File: src/hw/rtl/rau_pkg.sv
`timescale 1ns / 1ps

package rau_pkg;

  // Default operand width and fixed field widths
  localparam int OPERAND_BITS_DEF = 16;
  localparam int REQ_W            = 3;
  localparam int NUM_W            = 33;
  localparam int DEN_W            = 32;

  // Request codes
  localparam logic [REQ_W-1:0] OP_ADD  = 3'd0;
  localparam logic [REQ_W-1:0] OP_SUB  = 3'd1;
  localparam logic [REQ_W-1:0] OP_MUL  = 3'd2;
  localparam logic [REQ_W-1:0] OP_DIV  = 3'd3;
  localparam logic [REQ_W-1:0] OP_SIMP = 3'd4;
  localparam logic [REQ_W-1:0] OP_FMT  = 3'd5;
  localparam logic [REQ_W-1:0] OP_EQ   = 3'd6;

  // Sequencer states
  typedef enum logic [2:0] {
    ST_IDLE,
    ST_MUL,
    ST_LOAD,
    ST_GCD,
    ST_DIV,
    ST_FIN
  } state_t;

endpackage

File: src/hw/rtl/rau_in_if.sv
`timescale 1ns / 1ps

interface rau_in_if #(
  parameter int OPERAND_BITS = rau_pkg::OPERAND_BITS_DEF
);
  logic                           valid;
  logic                           ready;
  logic [rau_pkg::REQ_W-1:0]      req_type;
  logic signed [OPERAND_BITS-1:0] a_num;
  logic signed [OPERAND_BITS-1:0] a_den;
  logic signed [OPERAND_BITS-1:0] b_num;
  logic signed [OPERAND_BITS-1:0] b_den;

  modport source (output valid, req_type, a_num, a_den, b_num, b_den, input ready);
  modport sink (input valid, req_type, a_num, a_den, b_num, b_den, output ready);
endinterface

File: src/hw/rtl/rau_out_if.sv
`timescale 1ns / 1ps

interface rau_out_if;
  logic                             valid;
  logic                             ready;
  logic signed [rau_pkg::NUM_W-1:0] res_num;
  logic signed [rau_pkg::DEN_W-1:0] res_den;
  logic                             is_equal;
  logic                             zero_gcd_error;

  modport source (output valid, res_num, res_den, is_equal, zero_gcd_error, input ready);
  modport sink (input valid, res_num, res_den, is_equal, zero_gcd_error, output ready);
endinterface

File: src/hw/rtl/rational_arith_unit.sv
`timescale 1ns / 1ps

// Channel  | Dir | Handshake     | Word
// ---------+-----+---------------+------------------------------------------
// in_ch    | in  | valid/ready   | req_type, a_num, a_den, b_num, b_den
// out_ch   | out | valid/ready   | res_num, res_den, is_equal, zero_gcd_error
//
// One word at a time; ready only while idle. add/sub/mul/div: the shared multiplier
// forms three products (the second is zero for mul and div), then finish and idle.
// simplify and format: binary gcd, one shift or subtract a cycle, then two restoring
// divisions by the gcd (skipped for 0/0); equal does both sides.
// Synchronous rst_n clears sequencer and output valid.
// A finished word waits in the output register; only a full one stalls.

module rational_arith_unit #(
  parameter int OPERAND_BITS = rau_pkg::OPERAND_BITS_DEF
) (
  input  logic      clk,
  input  logic      rst_n,
  rau_in_if.sink    in_ch,
  rau_out_if.source out_ch
);

  localparam int W  = OPERAND_BITS;
  localparam int CW = $clog2(W);

  // Magnitude of a two's complement operand, fits W bits unsigned
  function automatic logic [W-1:0] mag(input logic signed [W-1:0] x);
    logic [W-1:0] m;
    m = x[W-1] ? W'(-x) : W'(x);
    return m;
  endfunction

  // Sequencer and operands
  rau_pkg::state_t             state_r, state_nxt;
  logic [rau_pkg::REQ_W-1:0]   op_r, op_nxt;
  logic signed [W-1:0]         an_r, an_nxt, ad_r, ad_nxt, bn_r, bn_nxt, bd_r, bd_nxt;
  logic [1:0]                  step_r, step_nxt;
  logic                        side_r, side_nxt;

  // Arithmetic state
  logic signed [2*W-1:0]       prod_r, prod_nxt;
  logic signed [rau_pkg::NUM_W-1:0] num_acc_r, num_acc_nxt;
  logic signed [rau_pkg::DEN_W-1:0] den_acc_r, den_acc_nxt;
  logic                        eq_r, eq_nxt, err_r, err_nxt;
  logic [W-1:0]                u_r, u_nxt, v_r, v_nxt, g_r, g_nxt;
  logic [CW-1:0]               k_r, k_nxt, cnt_r, cnt_nxt;
  logic [W-1:0]                quo_r, quo_nxt, rem_r, rem_nxt;
  logic                        dsel_r, dsel_nxt;
  logic signed [W:0]           rn_r, rn_nxt, ra_num_r, ra_num_nxt, ra_den_r, ra_den_nxt;

  // Output register
  logic                             out_valid_r;
  logic signed [rau_pkg::NUM_W-1:0] o_num_r;
  logic signed [rau_pkg::DEN_W-1:0] o_den_r;
  logic                             o_eq_r, o_err_r;

  // Combinational helpers
  logic                  accept, out_free, more_side;
  logic signed [W-1:0]   sel_n, sel_d, mx, my;
  logic [W-1:0]          mag_n, mag_d, g_now;
  logic signed [2*W-1:0] prod;
  logic                  gcd_done;
  logic [W:0]            trial;
  logic                  fits, div_last, div_neg;
  logic [W-1:0]          rem_step, quo_step;
  logic signed [W:0]     div_val, fin_num, fin_den;
  logic                  side_done, fmt_neg;

  assign accept    = in_ch.valid && in_ch.ready;
  assign out_free  = !out_valid_r || out_ch.ready;
  assign more_side = (op_r == rau_pkg::OP_EQ) && !side_r;

  // Fraction under reduction
  assign sel_n = side_r ? bn_r : an_r;
  assign sel_d = side_r ? bd_r : ad_r;
  assign mag_n = mag(sel_n);
  assign mag_d = mag(sel_d);

  // Shared multiplier operand select
  always_comb begin
    mx = '0;
    my = '0;
    case (step_r)
      2'd0: begin
        mx = an_r;
        my = (op_r == rau_pkg::OP_MUL) ? bn_r : bd_r;
      end
      2'd1: begin
        mx = (op_r == rau_pkg::OP_MUL || op_r == rau_pkg::OP_DIV) ? '0 : bn_r;
        my = ad_r;
      end
      2'd2: begin
        mx = ad_r;
        my = (op_r == rau_pkg::OP_DIV) ? bn_r : bd_r;
      end
      default: begin
        mx = '0;
        my = '0;
      end
    endcase
  end
  assign prod = (2*W)'(mx) * (2*W)'(my);

  // Binary gcd: finished once either side is zero
  assign gcd_done = (u_r == '0) || (v_r == '0);
  assign g_now    = (u_r | v_r) << k_r;

  // Restoring divider step
  assign trial    = {rem_r, quo_r[W-1]};
  assign fits     = trial >= {1'b0, g_r};
  assign rem_step = fits ? W'(trial - {1'b0, g_r}) : trial[W-1:0];
  assign quo_step = {quo_r[W-2:0], fits};
  assign div_last = cnt_r == CW'(W - 1);
  assign div_neg  = dsel_r ? sel_d[W-1] : sel_n[W-1];
  assign div_val  = div_neg ? -$signed({1'b0, quo_step}) : $signed({1'b0, quo_step});

  // One side's reduction complete (0/0 short-cuts straight from the gcd)
  assign side_done = ((state_r == rau_pkg::ST_GCD) && gcd_done && (g_now == '0)) ||
                     ((state_r == rau_pkg::ST_DIV) && div_last && dsel_r);
  assign fin_num   = (state_r == rau_pkg::ST_GCD) ? '0 : rn_r;
  assign fin_den   = (state_r == rau_pkg::ST_GCD) ? '0 : div_val;
  assign fmt_neg   = (op_r == rau_pkg::OP_FMT) && fin_den[W];

  // Next state
  always_comb begin
    state_nxt = state_r;
    case (state_r)
      rau_pkg::ST_IDLE: begin
        if (accept) begin
          case (in_ch.req_type)
            rau_pkg::OP_ADD, rau_pkg::OP_SUB,
            rau_pkg::OP_MUL, rau_pkg::OP_DIV:  state_nxt = rau_pkg::ST_MUL;
            rau_pkg::OP_SIMP, rau_pkg::OP_FMT,
            rau_pkg::OP_EQ:                    state_nxt = rau_pkg::ST_LOAD;
            default:                           state_nxt = rau_pkg::ST_FIN;
          endcase
        end
      end
      rau_pkg::ST_MUL: begin
        if (step_r == 2'd3) state_nxt = rau_pkg::ST_FIN;
      end
      rau_pkg::ST_LOAD: state_nxt = rau_pkg::ST_GCD;
      rau_pkg::ST_GCD: begin
        if (gcd_done) begin
          if (g_now != '0)    state_nxt = rau_pkg::ST_DIV;
          else if (more_side) state_nxt = rau_pkg::ST_LOAD;
          else                state_nxt = rau_pkg::ST_FIN;
        end
      end
      rau_pkg::ST_DIV: begin
        if (div_last && dsel_r) state_nxt = more_side ? rau_pkg::ST_LOAD : rau_pkg::ST_FIN;
      end
      rau_pkg::ST_FIN: begin
        if (out_free) state_nxt = rau_pkg::ST_IDLE;
      end
      default: state_nxt = rau_pkg::ST_IDLE;
    endcase
  end

  // Datapath next values
  always_comb begin
    op_nxt      = op_r;
    an_nxt      = an_r;
    ad_nxt      = ad_r;
    bn_nxt      = bn_r;
    bd_nxt      = bd_r;
    step_nxt    = step_r;
    side_nxt    = side_r;
    prod_nxt    = prod_r;
    num_acc_nxt = num_acc_r;
    den_acc_nxt = den_acc_r;
    eq_nxt      = eq_r;
    err_nxt     = err_r;
    u_nxt       = u_r;
    v_nxt       = v_r;
    g_nxt       = g_r;
    k_nxt       = k_r;
    cnt_nxt     = cnt_r;
    quo_nxt     = quo_r;
    rem_nxt     = rem_r;
    dsel_nxt    = dsel_r;
    rn_nxt      = rn_r;
    ra_num_nxt  = ra_num_r;
    ra_den_nxt  = ra_den_r;
    case (state_r)
      rau_pkg::ST_IDLE: begin
        if (accept) begin
          op_nxt      = in_ch.req_type;
          an_nxt      = in_ch.a_num;
          ad_nxt      = in_ch.a_den;
          bn_nxt      = in_ch.b_num;
          bd_nxt      = in_ch.b_den;
          step_nxt    = '0;
          side_nxt    = 1'b0;
          num_acc_nxt = '0;
          den_acc_nxt = '0;
          eq_nxt      = 1'b0;
          err_nxt     = 1'b0;
        end
      end
      // product of step n is consumed in step n+1
      rau_pkg::ST_MUL: begin
        prod_nxt = prod;
        step_nxt = step_r + 2'd1;
        case (step_r)
          2'd1: num_acc_nxt = rau_pkg::NUM_W'(prod_r);
          2'd2: num_acc_nxt = (op_r == rau_pkg::OP_SUB) ?
                              num_acc_r - rau_pkg::NUM_W'(prod_r) :
                              num_acc_r + rau_pkg::NUM_W'(prod_r);
          2'd3: den_acc_nxt = rau_pkg::DEN_W'(prod_r);
          default: ;
        endcase
      end
      rau_pkg::ST_LOAD: begin
        u_nxt = mag_n;
        v_nxt = mag_d;
        k_nxt = '0;
      end
      rau_pkg::ST_GCD: begin
        if (!gcd_done) begin
          if (!u_r[0] && !v_r[0]) begin
            u_nxt = u_r >> 1;
            v_nxt = v_r >> 1;
            k_nxt = k_r + CW'(1);
          end else if (!u_r[0]) begin
            u_nxt = u_r >> 1;
          end else if (!v_r[0]) begin
            v_nxt = v_r >> 1;
          end else if (u_r >= v_r) begin
            u_nxt = u_r - v_r;
          end else begin
            v_nxt = v_r - u_r;
          end
        end else begin
          g_nxt    = g_now;
          quo_nxt  = mag_n;
          rem_nxt  = '0;
          cnt_nxt  = '0;
          dsel_nxt = 1'b0;
          if (g_now == '0) err_nxt = 1'b1;
        end
      end
      rau_pkg::ST_DIV: begin
        rem_nxt = rem_step;
        quo_nxt = quo_step;
        cnt_nxt = cnt_r + CW'(1);
        if (div_last && !dsel_r) begin
          rn_nxt   = div_val;
          quo_nxt  = mag_d;
          rem_nxt  = '0;
          cnt_nxt  = '0;
          dsel_nxt = 1'b1;
        end
      end
      default: ;
    endcase

    // reduced fraction ready: park side a, compare, or publish
    if (side_done) begin
      if (more_side) begin
        ra_num_nxt = fin_num;
        ra_den_nxt = fin_den;
        side_nxt   = 1'b1;
      end else if (op_r == rau_pkg::OP_EQ) begin
        eq_nxt = (ra_num_r == fin_num) && (ra_den_r == fin_den);
      end else begin
        num_acc_nxt = rau_pkg::NUM_W'(fmt_neg ? -fin_num : fin_num);
        den_acc_nxt = rau_pkg::DEN_W'(fmt_neg ? -fin_den : fin_den);
      end
    end
  end

  // Control registers
  always_ff @(posedge clk) begin
    if (!rst_n) begin
      state_r     <= rau_pkg::ST_IDLE;
      out_valid_r <= 1'b0;
    end else begin
      state_r <= state_nxt;
      if (state_r == rau_pkg::ST_FIN && out_free) out_valid_r <= 1'b1;
      else if (out_ch.ready)                      out_valid_r <= 1'b0;
    end
  end

  // Payload registers
  always_ff @(posedge clk) begin
    op_r      <= op_nxt;
    an_r      <= an_nxt;
    ad_r      <= ad_nxt;
    bn_r      <= bn_nxt;
    bd_r      <= bd_nxt;
    step_r    <= step_nxt;
    side_r    <= side_nxt;
    prod_r    <= prod_nxt;
    num_acc_r <= num_acc_nxt;
    den_acc_r <= den_acc_nxt;
    eq_r      <= eq_nxt;
    err_r     <= err_nxt;
    u_r       <= u_nxt;
    v_r       <= v_nxt;
    g_r       <= g_nxt;
    k_r       <= k_nxt;
    cnt_r     <= cnt_nxt;
    quo_r     <= quo_nxt;
    rem_r     <= rem_nxt;
    dsel_r    <= dsel_nxt;
    rn_r      <= rn_nxt;
    ra_num_r  <= ra_num_nxt;
    ra_den_r  <= ra_den_nxt;
    if (state_r == rau_pkg::ST_FIN && out_free) begin
      o_num_r <= num_acc_r;
      o_den_r <= den_acc_r;
      o_eq_r  <= eq_r;
      o_err_r <= err_r;
    end
  end

  // Ports
  assign in_ch.ready           = state_r == rau_pkg::ST_IDLE;
  assign out_ch.valid          = out_valid_r;
  assign out_ch.res_num        = o_num_r;
  assign out_ch.res_den        = o_den_r;
  assign out_ch.is_equal       = o_eq_r;
  assign out_ch.zero_gcd_error = o_err_r;

`ifndef SYNTHESIS
  // A new result only ever comes out of the finish state
  a_valid_from_fin: assert property (@(posedge clk) disable iff (!rst_n)
    $rose(out_valid_r) |-> $past(state_r == rau_pkg::ST_FIN))
    else $error("result valid without finish state");

  // Accepted word starts the sequencer on the next edge
  a_accept_busy: assert property (@(posedge clk) disable iff (!rst_n)
    accept |=> state_r != rau_pkg::ST_IDLE)
    else $error("accepted word did not start work");

  // Divider never runs with a zero divisor
  a_div_nonzero: assert property (@(posedge clk) disable iff (!rst_n)
    state_r == rau_pkg::ST_DIV |-> g_r != '0)
    else $error("division by zero gcd");

  // A positive compare carries zero fraction fields
  a_eq_zero: assert property (@(posedge clk) disable iff (!rst_n)
    (out_valid_r && o_eq_r) |-> (o_num_r == '0 && o_den_r == '0))
    else $error("equal result with nonzero fraction");
`endif

endmodule

File: src/flat_wrapper.sv
// flat-port wrapper written by rule: the top's interface ports become plain ports
module rational_arith_unit_flat 
#(
  parameter int OPERAND_BITS = rau_pkg::OPERAND_BITS_DEF
)
  (clk, rst_n, in_ch_valid, in_ch_req_type, in_ch_a_num, in_ch_a_den, in_ch_b_num, in_ch_b_den, in_ch_ready, out_ch_valid, out_ch_res_num, out_ch_res_den, out_ch_is_equal, out_ch_zero_gcd_error, out_ch_ready);
  rau_in_if #(.OPERAND_BITS(OPERAND_BITS)) in_ch_i ();
  rau_out_if out_ch_i ();
  input  logic clk;
  input  logic rst_n;
  input wire logic [$bits(in_ch_i.valid)-1:0] in_ch_valid;
  input wire logic [$bits(in_ch_i.req_type)-1:0] in_ch_req_type;
  input wire logic [$bits(in_ch_i.a_num)-1:0] in_ch_a_num;
  input wire logic [$bits(in_ch_i.a_den)-1:0] in_ch_a_den;
  input wire logic [$bits(in_ch_i.b_num)-1:0] in_ch_b_num;
  input wire logic [$bits(in_ch_i.b_den)-1:0] in_ch_b_den;
  output wire logic [$bits(in_ch_i.ready)-1:0] in_ch_ready;
  output wire logic [$bits(out_ch_i.valid)-1:0] out_ch_valid;
  output wire logic [$bits(out_ch_i.res_num)-1:0] out_ch_res_num;
  output wire logic [$bits(out_ch_i.res_den)-1:0] out_ch_res_den;
  output wire logic [$bits(out_ch_i.is_equal)-1:0] out_ch_is_equal;
  output wire logic [$bits(out_ch_i.zero_gcd_error)-1:0] out_ch_zero_gcd_error;
  input wire logic [$bits(out_ch_i.ready)-1:0] out_ch_ready;
  assign in_ch_i.valid = in_ch_valid;
  assign in_ch_i.req_type = in_ch_req_type;
  assign in_ch_i.a_num = in_ch_a_num;
  assign in_ch_i.a_den = in_ch_a_den;
  assign in_ch_i.b_num = in_ch_b_num;
  assign in_ch_i.b_den = in_ch_b_den;
  assign in_ch_ready = in_ch_i.ready;
  assign out_ch_valid = out_ch_i.valid;
  assign out_ch_res_num = out_ch_i.res_num;
  assign out_ch_res_den = out_ch_i.res_den;
  assign out_ch_is_equal = out_ch_i.is_equal;
  assign out_ch_zero_gcd_error = out_ch_i.zero_gcd_error;
  assign out_ch_i.ready = out_ch_ready;
  rational_arith_unit #(.OPERAND_BITS(OPERAND_BITS)) u_core (.clk(clk), .rst_n(rst_n), .in_ch(in_ch_i), .out_ch(out_ch_i));
endmodule
File: config.mk
export PLATFORM = sky130hd
export DESIGN_NAME = rational_arith_unit_flat
export DESIGN_NICKNAME = d
export VERILOG_FILES = /design/src/hw/rtl/rau_pkg.sv /design/src/hw/rtl/rau_in_if.sv /design/src/hw/rtl/rau_out_if.sv /design/src/hw/rtl/rational_arith_unit.sv /design/src/flat_wrapper.sv
export SDC_FILE = /design/constraint.sdc
export NUM_CORES = 2
export LEC_CHECK = 0
export ABC_AREA = 0
export BUFFER_PORTS_ARGS = -buffer_cell sky130_fd_sc_hd__buf_2
export CORE_MARGIN = 1
export CORE_UTILIZATION = 65
export DETAILED_ROUTE_END_ITERATION = 16
export GPL_TIMING_DRIVEN = 0
export MAX_ROUTING_LAYER = met4
export PLACE_DENSITY = 0.94
export SYNTH_ARGS = -nofsm -noshare
export SYNTH_HDL_FRONTEND = slang
export SYNTH_SLANG_ARGS = --single-unit
File: constraint.sdc
create_clock -name clk -period 12.8 [get_ports clk]
set_clock_uncertainty 0.1 [all_clocks]
set_input_delay 3.84 -clock clk [delete_from_list [all_inputs] [get_ports clk]]
set_output_delay 3.84 -clock clk [all_outputs]
set_load 0.03 [all_outputs]
# Word-level counts from Yosys, hierarchy flattened
# Index checks and enable logic that the tools add are counted.
# W data, S select, Z words.
word_totals:
  input_bits: 71
  word_cells: 215
  reg_bits: 380
  out_inout_bits: 69
op_classes:
  reduce_logical: 49
  eq_ne: 35
  n_mux: 82
  shift: 1
  bitwise: 1
  magnitude_cmp: 2
  n_addsub: 13
  mul: 1
op_table:
  columns: ["operator", "n"]
  rows:
  - ["$mux W16", 22]
  - ["$mux W33", 6]
  - ["$mux W32", 6]
  - ["$pmux W33 S2", 2]
  - ["$pmux W16 S2", 4]
  - ["$pmux W16 S3", 2]
  - ["$pmux W32 S2", 1]
  - ["$mux W17", 3]
  - ["$logic_not A16 Y1", 3]
  - ["$sub A16 B16 Y16", 3]
  - ["$eq A17 B17 Y1", 2]
  - ["$add A33 B32 Y33", 1]
  - ["$neg A17 Y33", 1]
  - ["$sub A33 B32 Y33", 1]
  - ["$mul A16 B16 Y32", 1]
  - ["$neg A16 Y16", 2]
  - ["$neg A17 Y32", 1]
  - ["$eq A3 B3 Y1 const B", 7]
  - ["$mux W3", 7]
  - ["$eq A3 B2 Y1 const B", 6]
  - ["$pmux W3 S6", 1]
  - ["$ge A17 B16 Y1", 1]
  - ["$mux W1", 17]
  - ["$neg A16 Y17", 1]
  - ["other kinds (32)", 83]

# Depth between registers and ports, before layout
depth:
  ltp_word: 9
  depth_mapped: 33

# Least setup slack after synthesis
# OpenSTA, ideal clock, no wires.
synth_path:
  kind: "input to register"
  startpoint: "input port in_ch_valid"
  endpoint: "register u_core.num_acc_r[24] (netlist bit)"
  setup_slack_ns: 4.351
  cell_stages: 6
  arrival_time_ns: 8.218
  path_buffers: 1
  path_cell_list: "o21ai_0 > nor2_1 > nor2_1 > clkbuf_1 > a221oi_1 > o22ai_1"
synth_via:
  elab_chain_len: 6
synth_lines:
  columns: ["item", "line_no", "rtl"]
  rows:
  - ["start, declared", "flat_wrapper.sv:11", "input wire logic [$bits(in_ch_i.valid)-1:0] in_ch_valid;"]
  - ["$logic_and A1 B1 Y1 *", "rational_arith_unit.sv:70", "assign accept = in_ch.valid && in_ch.ready;"]
  - ["$mux W33 *", "rational_arith_unit.sv:188", "if (accept) begin"]
  - ["$pmux W33 S2 *", "rational_arith_unit.sv:186", "case (state_r)"]
  - ["$mux W33", "rational_arith_unit.sv:265", "end else if (op_r == rau_pkg::OP_EQ) begin"]
  - ["$mux W33", "rational_arith_unit.sv:261", "if (more_side) begin"]
  - ["$mux W33 *", "rational_arith_unit.sv:260", "if (side_done) begin"]
  - ["net u_core.num_acc_nxt (one bit)", "rational_arith_unit.sv:43", "logic signed [rau_pkg::NUM_W-1:0] num_acc_r, num_acc_nxt;"]
  - ["end signal, assigned", "rational_arith_unit.sv:296", "num_acc_r <= num_acc_nxt;"]
  - ["end, declared", "rational_arith_unit.sv:43", null]
# The timed path passes the listed nets; every way through them passes the cells marked *.
# A chain may end at the register's enable or synchronous reset.

# Worst setup path after layout
layout_path:
  startpoint: "register u_core.step_r[0]"
  endpoint: "register u_core.prod_r[31] (data pin)"
layout_via:
  elab_chain_len: 3
  elab_cells_between_ends: 6
  cone_classes: "1 x mul; 2 x eq/ne; 2 x mux; 1 x reduce/logical"
layout_lines:
  columns: ["item", "line_no", "rtl"]
  rows:
  - ["start, declared", "rational_arith_unit.sv:38", "logic [1:0] step_r, step_nxt;"]
  - ["start signal, assigned", "rational_arith_unit.sv:293", "step_r <= step_nxt;"]
  - ["$eq A2 B2 Y1 (tied with other cells)", "rational_arith_unit.sv:84", "case (step_r)"]
  - ["$pmux W16 S3", "rational_arith_unit.sv:84", null]
  - ["$mul A16 B16 Y32 *", "rational_arith_unit.sv:103", "assign prod = (2*W)'(mx) * (2*W)'(my);"]
  - ["net u_core.prod[31]", "rational_arith_unit.sv:62", "logic signed [2*W-1:0] prod;"]
  - ["end signal, assigned", "rational_arith_unit.sv:295", "prod_r <= prod_nxt;"]
  - ["end, declared", "rational_arith_unit.sv:42", "logic signed [2*W-1:0] prod_r, prod_nxt;"]
# Marked as above.

==> run_results.csv <==
group,metric,value,unit
run_status,status,"finished with violations",
run_status,violations,"capacitance limit",
global_route,antenna_found_initial,2,
timing,tightest_slew,1462,ps
timing,hold_viol,0,
logic_synthesis,syn_area_per_cell,9.471,µm²
cells_and_area,fin_nets,4283,
logic_synthesis,netlist_instances,3564,
timing,slew_headroom,1.781,%
drt,finalWirelength,107000,µm
cts,cts_tree,"built",
worst_setup_path,crit_path_max_fanout,10,
cells_and_area,fill_cells,3787,
cts,root_buffer,"clkbuf_16",
worst_setup_path,crit_buf_inv,9,
floorplan,rows,83,
cts,clkTransAtPathRegs,60,ps
logic_synthesis,synth_area_leader_cell,"edfxtp_1",
drt,drc,0,
worst_setup_path,r2r-start,"u_core.step_r[0]$_SDFFCE_PN0P_",
cts,cts.repair.resized,0,
cts,clock_sinks,380,
worst_setup_path,cp_slowest_cell,"a222oi_1",
logic_synthesis,synth_warnings,0,
worst_setup_path,worstPathRequired,13000,ps
cts,holdBufCountCts,0,
logic_synthesis,yosysMostFrequentCell,"inv_1",
floorplan,dieWidth,229.9,µm
logic_synthesis,synth_area_leaders,"edfxtp_1 27%, fa_1 16%, ha_1 7.0%",
timing,timing.final.crit_share,80.19,%
worst_hold_path,hold_depth,0,
cts,htreeDepth,2,
drt,drt_iter0_markers,4280,
worst_setup_path,worst_setup_path_start_kind,"flip-flop",
cts,clockBufferDepth,3,
worst_hold_path,hp-class,"reg -> reg",
logic_synthesis,synth_ff_type,"edfxtp_1",
logic_synthesis,synth_seq_cells,380,
timing,fmaxAchievable,97.43,MHz
floorplan,fp.coreArea,0.05130,mm²
place,dp_hpwl,82790,µm
floorplan,initial_core_util,65.80,%
cts,cts_inserted_buffers,42,
floorplan,die_h,229.9,µm
worst_setup_path,crit_arrival,10460,ps
worst_hold_path,hp-start,"u_core.err_r$_DFFE_PP_",
place,gp_congestion,1.041,
global_route,grt_max_degree,68,
cts,insertion_delay,590,ps
logic_synthesis,netlist_area,0.03375,mm²
worst_setup_path,reg2reg_to,"u_core.prod_r[31]$_DFFE_PP_",
timing,hold_ws,327.5,ps
logic_synthesis,yosysSeqAreaShare,31.70,%
worst_setup_path,cp_slowest_stage_delay,990,ps
worst_hold_path,min_to,"u_core.out_ch.zero_gcd_error$_DFFE_PP_",
cts,cts_setup_buffers,0,
logic_synthesis,synth_top_area_share,27.49,%
worst_setup_path,crit_path_frequent_cell,"fa_1",
timing,finalSetupViolCount,0,
cells_and_area,drive_above_1_share,8.342,%
cells_and_area,area_growth,9.307,%
floorplan,boundaryPins,140,
worst_setup_path,critical-path-top-delay-family,"adder cells",
logic_synthesis,synth_cell_type_count,86,
global_route,overflow,0,
logic_synthesis,ys_top_cells_by_count,"419 x inv_1, 376 x nor2_1, 309 x edfxtp_1",
worst_setup_path,crit_cells,29,
timing,period_minus_slack,10260,ps
place,portBuffers,139,
drt,wl_per_cell,23.93,µm
worst_setup_path,crit_type,"reg -> reg",
worst_setup_path,worst_setup_path_end_kind,"flip-flop",
logic_synthesis,synth-edff-count,309,
logic_synthesis,async_reset_ff_share,0,%
drt,vias_per_cell,6.616,
global_route,grt_pass1_wl,163800,µm
global_route,grt_pass1_vias,28640,
drt,first_pass_iters,10,
timing,finalMaxSlewViolations,0,
logic_synthesis,syn-num-nets,4091,
worst_setup_path,reg2reg_slack,2540,ps
drt,vias,29590,
worst_setup_path,worstRegToRegCells,29,
floorplan,die_area,0.05284,mm²
timing,finalSetupTns,0,ps
timing,rsz0062_at_grt,"false",
drt,antenna_left,0,
global_route,grt_use_total,41.69,%
run,maxCapViolCount,1,
[cell families (layout without fill, tap and decap cells)]
| kind of cell | Yosys count | after routing | synth area share, % |
|---|---|---|---|
| XOR/XNOR | 199 | 199 | 5.163 |
| other | 0 | 4 | 0 |
| buffers and inverters | 596 | 820 | 6.746 |
| AO/OA/AOI/OAI | 779 | 779 | 15.51 |
| multiplexers | 95 | 95 | 3.388 |
| flip-flops | 380 | 380 | 31.70 |
| adder cells (fa/ha/maj) | 456 | 456 | 22.84 |
| AND/OR/NAND/NOR | 1059 | 1059 | 14.65 |
[worst max path at each step]
stage | from | endpoint | slack [ps]
floorplan | in_ch_valid | u_core.num_acc_r[24]$_DFF_P_ | 4350
global placement | in_ch_valid | u_core.num_acc_r[1]$_DFF_P_ | 1710
detailed placement | u_core.step_r[0]$_SDFFCE_PN0P_ | u_core.prod_r[31]$_DFFE_PP_ | 2770
CTS | u_core.step_r[0]$_SDFFCE_PN0P_ | u_core.prod_r[31]$_DFFE_PP_ | 2710
global route | u_core.step_r[0]$_SDFFCE_PN0P_ | u_core.prod_r[31]$_DFFE_PP_ | 2290
finish | u_core.step_r[0]$_SDFFCE_PN0P_ | u_core.prod_r[31]$_DFFE_PP_ | 2540
[per-stage QoR]
step	std cells	util, %	instance area [µm²]	worst slack [ps]
finish	4472	71.92	36900	2536
global route	4472	71.92	36900	2286
CTS	4466	71.88	36880	2707
detailed placement	4390	69.13	35460	2766
global placement	4383	68.81	35300	1709
floorplan	3564	-	33750	4351
[sequential cells by signal (all words and copies together), names as in the netlist, 17 cells and up]
name,flops
u_core.den_acc_r,32
u_core.num_acc_r,33
u_core.out_ch.res_den,32
u_core.out_ch.res_num,33
u_core.prod_r,32
u_core.ra_den_r,17
u_core.ra_num_r,17
u_core.rn_r,17
[routing by layer]
layer,GRT usage [%],part of all wire [%],up-vias
met5,-,0,-
met4,20.57,5.6,0
met3,8.978,13,451
met2,62.43,45,2129
met1,53.82,37,14150
li1,-,-,12850
[cell type report]
cell class                 count  area [µm²]  share of cell area (%)
antenna                        4       10.01                 0.02713
clock buffer                  56        1175                   3.184
buffer                       174       694.4                   1.882
tap                          680       850.8                   2.306
inverter                     422        1584                   4.293
sequential                   380       10700                   29.00
clock inverter                20       237.7                  0.6443
timing repair buffer         148       834.6                   2.262
multi-input combinational   2588       20810                   56.40
[cells in the final DEF, fill, tap and decap left out, types with 20 or more instances in the layout]
cell,netlist,layout
nor2_1,376,373
ha_1,189,189
inv_1,419,419
a211oi_1,39,39
nor2b_1,25,25
or3_1,26,26
nand3_1,35,35
o21ai_0,117,117
edfxtp_1,309,309
buf_2,16,156
nand2_1,281,281
a31oi_1,45,45
dfxtp_1,71,71
or2_2,33,33
and3_1,24,23
a21o_1,47,47
xnor2_1,137,137
mux2i_1,67,67
xor2_1,62,62
fa_1,267,267
clkbuf_16,0,43
a21oi_1,234,233
a221oi_1,66,66
nor4_1,20,20
nor3_1,79,79
a222oi_1,32,32
and2_1,47,47
clkbuf_1,145,152
nand2b_1,48,48
Power is not shown: default switching activity piles up to over one toggle a cycle in this logic, so the estimate is an artifact.
